<file path="src/hw/rtl/lpe_pkg.sv">
// Package for the line position estimator: sequencer states, sizes and the
// fixed sensor weight table. No dependencies.
package lpe_pkg;

    localparam int SENSOR_COUNT = 8;
    localparam int SAMPLE_W     = 8;
    localparam int POS_W        = 6;
    localparam int QUOT_W       = 5;
    localparam int COUNT_W      = 4;
    localparam int IDX_W        = 3;
    localparam int OUT_DATA_W   = 16;

    localparam logic signed [SAMPLE_W-1:0] THRESHOLD_RESET = -8'sd26;
    localparam logic signed [POS_W-1:0]    EDGE_LEVEL      = 6'sd9;
    localparam logic [IDX_W-1:0]           LAST_SENSOR     = 3'd7;
    localparam logic [IDX_W-1:0]           LAST_QUOT_BIT   = 3'd4;

    typedef enum logic [1:0] {
        ST_IDLE,
        ST_SCAN,
        ST_DIV,
        ST_DONE
    } state_t;

    // Weight of each sensor, leftmost sensor most negative.
    function automatic logic signed [POS_W-1:0] sensor_weight(input logic [IDX_W-1:0] idx);
        logic signed [POS_W-1:0] w;
        unique case (idx)
            3'd0:    w = -6'sd16;
            3'd1:    w = -6'sd9;
            3'd2:    w = -6'sd4;
            3'd3:    w = -6'sd1;
            3'd4:    w = 6'sd1;
            3'd5:    w = 6'sd4;
            3'd6:    w = 6'sd9;
            default: w = 6'sd16;
        endcase
        return w;
    endfunction

endpackage

</file>
<file path="src/hw/rtl/line_position_estimator.sv">
// Line position estimator top level: threshold register, scan sequencer,
// shared compare/accumulate step and a bit-serial restoring divider.
// Depends on lpe_pkg.

// One input beat carries eight signed 8-bit sensor samples. The block
// compares one sample per cycle against the signed detection threshold,
// accumulating the fixed weight and a hit count for each sensor above it,
// then divides the weighted sum by the hit count one quotient bit per cycle
// (truncating toward zero). After a beat is taken the block scans all
// sensors, divides only when any sensor fired, and then loads the result
// register. It goes back to idle before the next beat is taken, so a new
// beat is never taken before the last one is through. The load waits as
// long as an earlier result still waits for m_tready. The sample loop and
// the divider share the sequencer, so s_tready is high only while it is
// idle. The result register is separate, so a new beat can be taken while
// the previous result waits for m_tready. When no sensor fires and the
// last position was at an edge, the old position is held and the lost
// flag is set.
module line_position_estimator (
    input  logic        aclk,
    input  logic        aresetn,
    // Configuration: detection threshold, signed.
    input  logic        cfg_wr_en,
    input  logic [7:0]  cfg_wr_data,
    // Input stream. tdata: sample_0 [7:0] up to sample_7 [63:56].
    input  logic        s_tvalid,
    output logic        s_tready,
    input  logic [63:0] s_tdata,
    // Result stream. tdata: position [5:0], lost flag [6],
    // sensor_bits [14:7], zero [15].
    output logic        m_tvalid,
    input  logic        m_tready,
    output logic [15:0] m_tdata
);
    import lpe_pkg::*;

    // Configuration and architectural state.
    logic signed [SAMPLE_W-1:0] thr_reg;
    logic signed [POS_W-1:0]    prev_pos_reg, prev_pos_next;
    logic                       lost_reg, lost_next;

    // Sequencer and datapath registers.
    state_t                     state_reg, state_next;
    logic signed [SAMPLE_W-1:0] samples_reg [SENSOR_COUNT];
    logic [IDX_W-1:0]           idx_reg, idx_next;
    logic signed [POS_W-1:0]    sum_reg, sum_next;
    logic [COUNT_W-1:0]         count_reg, count_next;
    logic [SENSOR_COUNT-1:0]    bits_reg, bits_next;
    logic [QUOT_W-1:0]          quot_reg, quot_next;
    logic [IDX_W-1:0]           rem_reg, rem_next;
    logic                       neg_reg, neg_next;

    // Output register.
    logic                       m_valid_reg, m_valid_next;
    logic [OUT_DATA_W-1:0]      m_data_reg, m_data_next;

    logic                       in_beat;
    logic                       out_free;
    logic                       hit;
    logic signed [POS_W-1:0]    sum_step;
    logic [COUNT_W-1:0]         count_step;
    logic signed [POS_W-1:0]    sum_abs;
    logic [COUNT_W-1:0]         trial;
    logic                       trial_ge;
    logic signed [POS_W-1:0]    pos_final;
    logic                       lost_final;
    logic                       at_edge;

    assign in_beat  = s_tvalid && s_tready;
    assign out_free = !m_valid_reg || m_tready;

    // The shared compare/accumulate step for the sensor picked by idx_reg.
    assign hit        = samples_reg[idx_reg] > thr_reg;
    assign sum_step   = hit ? sum_reg + sensor_weight(idx_reg) : sum_reg;
    assign count_step = hit ? count_reg + COUNT_W'(1) : count_reg;
    assign sum_abs    = sum_step[POS_W-1] ? -sum_step : sum_step;

    // One restoring-divide step: the remainder stays below the count.
    assign trial    = {rem_reg, quot_reg[QUOT_W-1]};
    assign trial_ge = trial >= count_reg;

    // Final position and lost flag.
    assign at_edge = (prev_pos_reg >= EDGE_LEVEL) || (prev_pos_reg <= -EDGE_LEVEL);
    always_comb begin
        if (count_reg != '0) begin
            pos_final  = neg_reg ? -$signed({1'b0, quot_reg}) : $signed({1'b0, quot_reg});
            lost_final = 1'b0;
        end else if (at_edge) begin
            pos_final  = prev_pos_reg;
            lost_final = 1'b1;
        end else begin
            pos_final  = '0;
            lost_final = lost_reg;
        end
    end

    // Next-state logic.
    always_comb begin
        state_next = state_reg;
        unique case (state_reg)
            ST_IDLE: begin
                if (s_tvalid) begin
                    state_next = ST_SCAN;
                end
            end
            ST_SCAN: begin
                if (idx_reg == LAST_SENSOR) begin
                    state_next = (count_step != '0) ? ST_DIV : ST_DONE;
                end
            end
            ST_DIV: begin
                if (idx_reg == LAST_QUOT_BIT) begin
                    state_next = ST_DONE;
                end
            end
            ST_DONE: begin
                if (out_free) begin
                    state_next = ST_IDLE;
                end
            end
            default: state_next = ST_IDLE;
        endcase
    end

    // Datapath and output logic.
    always_comb begin
        s_tready      = (state_reg == ST_IDLE);
        idx_next      = idx_reg;
        sum_next      = sum_reg;
        count_next    = count_reg;
        bits_next     = bits_reg;
        quot_next     = quot_reg;
        rem_next      = rem_reg;
        neg_next      = neg_reg;
        prev_pos_next = prev_pos_reg;
        lost_next     = lost_reg;
        m_valid_next  = m_valid_reg && !m_tready;
        m_data_next   = m_data_reg;
        unique case (state_reg)
            ST_IDLE: begin
                idx_next   = '0;
                sum_next   = '0;
                count_next = '0;
                bits_next  = '0;
            end
            ST_SCAN: begin
                sum_next          = sum_step;
                count_next        = count_step;
                bits_next[idx_reg] = hit;
                if (idx_reg == LAST_SENSOR) begin
                    idx_next  = '0;
                    quot_next = sum_abs[QUOT_W-1:0];
                    rem_next  = '0;
                    neg_next  = sum_step[POS_W-1];
                end else begin
                    idx_next = idx_reg + IDX_W'(1);
                end
            end
            ST_DIV: begin
                idx_next  = idx_reg + IDX_W'(1);
                rem_next  = trial_ge ? IDX_W'(trial - count_reg) : trial[IDX_W-1:0];
                quot_next = {quot_reg[QUOT_W-2:0], trial_ge};
            end
            ST_DONE: begin
                if (out_free) begin
                    prev_pos_next = pos_final;
                    lost_next     = lost_final;
                    m_valid_next  = 1'b1;
                    m_data_next   = {1'b0, bits_reg, lost_final, pos_final};
                end
            end
            default: begin
                idx_next = '0;
            end
        endcase
    end

    always_ff @(posedge aclk) begin
        if (!aresetn) begin
            state_reg    <= ST_IDLE;
            thr_reg      <= THRESHOLD_RESET;
            prev_pos_reg <= '0;
            lost_reg     <= 1'b0;
            m_valid_reg  <= 1'b0;
            idx_reg      <= '0;
        end else begin
            state_reg    <= state_next;
            prev_pos_reg <= prev_pos_next;
            lost_reg     <= lost_next;
            m_valid_reg  <= m_valid_next;
            idx_reg      <= idx_next;
            if (cfg_wr_en) begin
                thr_reg <= $signed(cfg_wr_data);
            end
        end
    end

    always_ff @(posedge aclk) begin
        sum_reg    <= sum_next;
        count_reg  <= count_next;
        bits_reg   <= bits_next;
        quot_reg   <= quot_next;
        rem_reg    <= rem_next;
        neg_reg    <= neg_next;
        m_data_reg <= m_data_next;
        if (in_beat) begin
            for (int i = 0; i < SENSOR_COUNT; i++) begin
                samples_reg[i] <= $signed(s_tdata[i*SAMPLE_W +: SAMPLE_W]);
            end
        end
    end

    assign m_tvalid = m_valid_reg;
    assign m_tdata  = m_data_reg;

    // A beat that is taken starts the scan at the leftmost sensor.
    assert property (@(posedge aclk) disable iff (!aresetn)
        in_beat |=> (state_reg == ST_SCAN) && (idx_reg == '0))
        else $error("scan did not start at sensor 0 after an input beat");

    // The divider only runs with a nonzero hit count.
    assert property (@(posedge aclk) disable iff (!aresetn)
        (state_reg == ST_DIV) |-> (count_reg != '0) && (count_reg <= COUNT_W'(SENSOR_COUNT)))
        else $error("divider running with an invalid hit count");

    // Reported positions stay within the outermost weights.
    assert property (@(posedge aclk) disable iff (!aresetn)
        m_tvalid |-> ($signed(m_tdata[5:0]) >= -6'sd16) && ($signed(m_tdata[5:0]) <= 6'sd16))
        else $error("position out of range");

    // No sensor hit and no lost flag means the position was reset to zero.
    assert property (@(posedge aclk) disable iff (!aresetn)
        (m_tvalid && (m_tdata[14:7] == '0) && !m_tdata[6]) |-> (m_tdata[5:0] == '0))
        else $error("empty scan without line loss reported a nonzero position");

endmodule

</file>
<file path="config.mk">
export PLATFORM = sky130hd
export DESIGN_NAME = line_position_estimator
export DESIGN_NICKNAME = d
export VERILOG_FILES = /design/src/hw/rtl/lpe_pkg.sv /design/src/hw/rtl/line_position_estimator.sv
export SDC_FILE = /design/constraint.sdc
export NUM_CORES = 1
export LEC_CHECK = 0
export BUFFER_PORTS_ARGS = -buffer_cell sky130_fd_sc_hd__buf_4
export CAP_MARGIN = 0
export CORE_MARGIN = 10
export CORE_UTILIZATION = 37
export DETAILED_ROUTE_END_ITERATION = 12
export PLACE_DENSITY = 0.62
export SETUP_SLACK_MARGIN = 0.5
export SYNTH_ARGS = -nofsm -noshare
export SYNTH_HDL_FRONTEND = slang
export SYNTH_SLANG_ARGS = --single-unit
</file>
<file path="constraint.sdc">
create_clock -name aclk -period 5.5 [get_ports aclk]
set_input_delay 1.1 -clock aclk [delete_from_list [all_inputs] [get_ports aclk]]
set_output_delay 1.1 -clock aclk [all_outputs]
set_load 0.01 [all_outputs]
</file>
## Yosys cells after proc, flatten, opt, wreduce, memory -nomap -nowiden

Memories as Yosys holds them, arrays and structs flattened. A register that Yosys moved wholly into a read port is not among the register bits.
Cells that the tools add are included.

- Bits in registers: 63
- RAM bits: 64
- Memories kept: 1

- Add/subtract/negate cells: 6
- Magnitude comparators: 6
- Eq/ne operators: 14
- Multiplexer cells: 34
- Reductions and logical operators: 18

Memory list:

| name | depth | width | rd ports | clocked after memory_dff | wr ports | line | text |
|---|---|---|---|---|---|---|---|
| samples_reg | 8 | 8 | 1 | 1 | 8 | line_position_estimator.sv:44 | `logic signed [SAMPLE_W-1:0] samples_reg [SENSOR_COUNT];` |

Operator list:

| operator | number |
|---|---|
| one-hot mux 6 bit (7 select lines) | 1 |
| 2-to-1 mux 6 bit | 4 |
| one-hot mux 8 bit (2 select lines) | 1 |
| 2-to-1 mux 3 bit | 5 |
| == test 3 bit (second input constant) | 4 |
| one-hot mux 6 bit (2 select lines) | 1 |
| 2-to-1 mux 5 bit | 2 |
| one-hot mux 5 bit (2 select lines) | 1 |
| one-hot mux 3 bit (3 select lines) | 1 |
| bitwise mux 8 bit | 1 |
| > comparator 8 bit | 1 |
| 2-to-1 mux 1 bit | 8 |
| 2-to-1 mux 2 bit | 4 |
| inequality test 2 bit (second input constant) | 4 |
| one-hot mux 2 bit (4 select lines) | 1 |
| one-hot mux 4 bit (2 select lines) | 1 |
| nonzero test 4 bit | 2 |
| adder 6 bit | 1 |
| == test 3 x 2 -> 1 bit (second input constant) | 2 |
| >= comparator 6 x 5 -> 1 bit (second input constant) | 1 |
| less-or-equal comparator 6 x 5 -> 1 bit (second input constant) | 1 |
| negation 5 -> 6 bit | 1 |
| one-hot mux 3 bit (2 select lines) | 1 |
| AND reduction 2 bit | 3 |
| 20 further kinds | 26 |

## Longest topological paths before layout

- Depth in word-level cells: 8
- Gate-level depth with buffers: 15

## Least setup slack after synthesis

No wires, ideal clock.

- Path type: reg-to-reg
- Start point: reg (tool-made name)
- End point: reg quot_reg[1], data pin
- Setup time: 260 ps
- Arrival time: 3,652 ps
- Data required time: 5,240 ps
- Path slack: 1,589 ps
- Cell stages (with the launch flop): 15
- Path buffers: 4
- Cells stage by stage: dfxtp_1 -> clkbuf_1 -> buf_2 -> mux4_2 -> mux2_2 -> ha_1 -> nor3b_1 -> o22a_2 -> mux2_4 -> a31oi_4 -> buf_6 -> buf_4 -> mux2i_1 -> xor2_1 -> mux2i_1

RTL lines:

| what | line | text |
|---|---|---|
| to (signal assigned) | line_position_estimator.sv:202 | `quot_reg <= quot_next;` |
| to (decl) | line_position_estimator.sv:49 | `logic [QUOT_W-1:0] quot_reg, quot_next;` |

==> results.txt <==
----------------------------------------------------
[Outcome]
  Status ... completed

[Finish]
  Area occupied by multi-input gates ... 2380 um^2
  Flip-flop count of the largest register after layout ... 64
  Flip-flop and latch area ... 3660 um^2
  Nets@finish ... 657
  Commonest cells after routing, fill and taps aside ... 106 x edfxtp_1, 97 x buf_4, 30 x nor2b_1, 30 x ha_1, 26 x nand2_1
  Area growth from synthesis to final layout ... 23.9%
  ANT cells ... 0
  Fill cell total of the finished layout ... 1,483
  Most common cell after layout, fill and taps aside ... edfxtp_1
  Final Non-Filler Cells ... 781
  Fraction of layout cells with a size suffix above 1 ... 0.299

[Pwr]
  PwrDens ... 484 nW/um^2
  Total power consumption of the routed design ... 3.74 mW
  Leakage Power ... 3.03 nW
  Largest voltage drop on the vdd net ... 0.248 mV

[Global route]
  Number of global-route vias before repair ... 4,139
  Pin count of the biggest net entering global routing ... 65
  Number of antenna violations at the first check in global routing ... 0
  Wire length of the first global-routing pass ... 21,100 um
  GRT Overall Usage ... 0.120
  Aggregate global routing overflow ... 0

[CTS]
  Hold_buf cts ... 0
  Root buffer selected by CTS ... clkbuf_16
  Clk_lat worst skew ... 0.42 ns
  Total number of clock tree sinks ... 130
  TritonCTS clock tree ... yes
  CTS clk-pin slew, worst paths ... 0.06 ns
  Post-CTS repair timing setup buffer count ... 0
  H-tree depth ... 4
  Max Buffers Root-to-Sink ... 2
  Cts bufs inserted ... 17
  Total of cells resized after clock tree synthesis ... 0

[STA]
  Remaining max-slew budget at the tightest pin ... 0.459
  Share of the clock period used by the worst path after layout ... 0.812
  Slew at the pin closest to its max-slew limit ... 0.812 ns
  Maximum operating frequency ... 0.224 GHz
  Max Slew Vio Count ... 0
  Number of setup violations in the final report ... 0
  Unrepaired setup endpoints after global routing ... no
  Total Neg Setup Slack ... 0 ns
  Final hold vios ... 0
  Post-route clock skew ... 0.0143 ns
  Post-layout min period ... 4.47 ns

[Die]
  Number of ports placed on the die boundary ... 95
  Area of the placeable core ... 16,500 um^2
  Initial core utilization ... 0.377
  Die Y ... 150 um
  Floorplan die width ... 150 um
  Number of standard-cell rows in the floorplan ... 47
  DIE AREA ... 22,400 um^2

[Critical path]
  Crit end category ... flop
  Endpoint of the worst register-to-register path ... quot_reg[3]
  Startpoint types ... flop
  Number of cells traversed by the worst register-to-register path ... 12
  Arrival @ worst endpoint ... 4.61 ns
  Critical path start-end classification ... flop to flop
  Register-to-Register Setup Slack ... 1.03 ns
  Required time of the critical path ... 5.65 ns
  Top fanout value on the critical path ... 18

[Placement]
  RePlAce Congestion ... 0.829
  Count of input and output buffers ... 93
  Cell total after placement ... 749
  Placed wire-length estimate after detailed placement ... 9510 um

[Logic synthesis]
  Post-Syn Instances ... 452
  Dominant cells by area after synthesis ... edfxtp_1 51%, dfxtp_1 7.7%, ha_1 6.0%, mux4_2 5.8%, mux2i_1 3.9%
  Simple-gate portion of the synthesized area ... 0.0992
  Post-synthesis instance area ... 6230 um^2
  Main flop type after synthesis ... edfxtp_1
  Number of storage elements in the synthesis netlist ... 130
  Post-synth EDFFs ... 106
  Synthesis warning total ... 0
  Syn_area_per_cell ... 13.8 um^2
  Largest family of logic cells by synthesized area ... multiplexers
  Fraction of the yosys area taken by sequential cells ... 0.588
  Mux share of post-synthesis cell area ... 0.119
  Adder-cell share of the synthesized area ... 0.0666
  Post-synthesis share of cell area spent on xor and xnor gates ... 0.0211
  Synth top area share ... 0.511
  Cell type with the highest aggregate area in the netlist ... edfxtp_1
  Unique masters post-synth ... 58
  Async set or reset register ratio after synthesis ... 0
  Net Count, Synth ... 561
  Post-synthesis compound-gate area fraction ... 0.0757

[Routing]
  Post-detailed-route wirelength per cell ... 16.5 um
  DR vias ... 3,837
  Number of design-rule violations left by the first detailed-router iteration ... 221
  DR vias/cell ... 4.91
  1st-pass router iterations ... 4
  Drt total wl ... 12,900 um
  DRC violation count after routing ... 0
  Number of nets still failing antenna checks after routing ... 0

[Run]
  Max capacitance violation total ... 0

[Hold path]
  Worst Hold End ... m_tdata[11]
  HP Start ... bits_reg[4]
  Number of stages on the worst hold path ... 0
  Worst Hold Class ... flop to flop

----------------------------------------------------
-- through the flow --
step / worst slack, ns / hold WS [ns] / util / instance area (um^2)
detailed placement: 0.976 / 0.433 / 0.432 / 7130
global route: 0.796 / 0.466 / 0.467 / 7720
CTS: 0.972 / 0.447 / 0.467 / 7720
finish: 1.03 / 0.446 / 0.467 / 7720
global placement: 1.06 / 0.450 / 0.432 / 7130
floorplan: 1.59 / 0.426 / - / 6230
-- how the worst max path moves through the flow --
stage | slack [ns] | depth (start not counted) | endpoint | from
finish | 1.03 | 12 | quot_reg[3] | flop
global route | 0.80 | 12 | quot_reg[3] | flop
CTS | 0.97 | 12 | quot_reg[3] | flop
detailed placement | 0.98 | 12 | quot_reg[3] | flop
global placement | 1.06 | 12 | quot_reg[3] | flop
floorplan | 1.59 | 14 | quot_reg[1] | flop
-- cell usage after synthesis, types with 3 or more instances --
| master | count |
|---|---|
| nor2_1 | 8 |
| dfxtp_1 | 24 |
| buf_6 | 3 |
| nor2b_1 | 31 |
| nand2b_1 | 3 |
| mux2_2 | 11 |
| clkbuf_1 | 11 |
| ha_1 | 30 |
| nand2_1 | 26 |
| a21oi_1 | 9 |
| xnor2_1 | 11 |
| edfxtp_1 | 106 |
| nand4_1 | 3 |
| inv_1 | 21 |
| or3_1 | 3 |
| mux2i_1 | 24 |
| o31ai_1 | 3 |
| xor2_1 | 4 |
| o211ai_1 | 11 |
| nor3_1 | 8 |
| o21ai_0 | 17 |
| and2_1 | 10 |
| o211a_1 | 5 |
| nand3_1 | 11 |
| mux4_2 | 16 |
-- worst max-delay path: stages, from the launching register on --
cell and delay (ns):
dfxtp_1 0.84, buf_4 0.30, mux4_2 0.49, mux2_2 0.27, ha_1 0.29, a21oi_1 0.07
o22a_2 0.26, mux2_4 0.28, a31oi_4 0.49, buf_4 0.30, mux2_2 0.37, xnor2_1 0.13
o21ai_0 0.09
-- cell families after synthesis --
logic type / after synthesis
adders and majority gates: 32
xor gates and xnor gates: 15
AOI/OAI and AO/OA: 67
muxes: 52
DFF: 130
and+or+nand+nor: 113
buffers and inverters: 42
other: 1
-- cell type report --
class	instances	area share
tap	220	0.0357
clock inverter	15	0.0211
multi-input combinational	280	0.309
timing repair buffer	97	0.0943
sequential	130	0.474
inverter	22	0.0107
clock buffer	17	0.0551
-- layer usage --
| metal | GRT usage | vias up | wire length (um) |
|---|---|---|---|
| li1 | - | 1886 | - |
| met3 | 0.0456 | 15 | 798 |
| met2 | 0.189 | 94 | 6200 |
| met1 | 0.146 | 1842 | 5690 |
| met4 | 0.0491 | 0 | 194 |
| met5 | 0 | - | 0 |
-- report_power, final --
part           switching (mW)  internal (mW)  total (mW)  leakage (nW)
clock network           0.470          0.644        1.11         0.293
logic                   0.618          0.494        1.11          1.51
registers               0.127           1.39        1.51          1.23
total                    1.22           2.52        3.74          3.03
(Power assumes the default switching activity.)
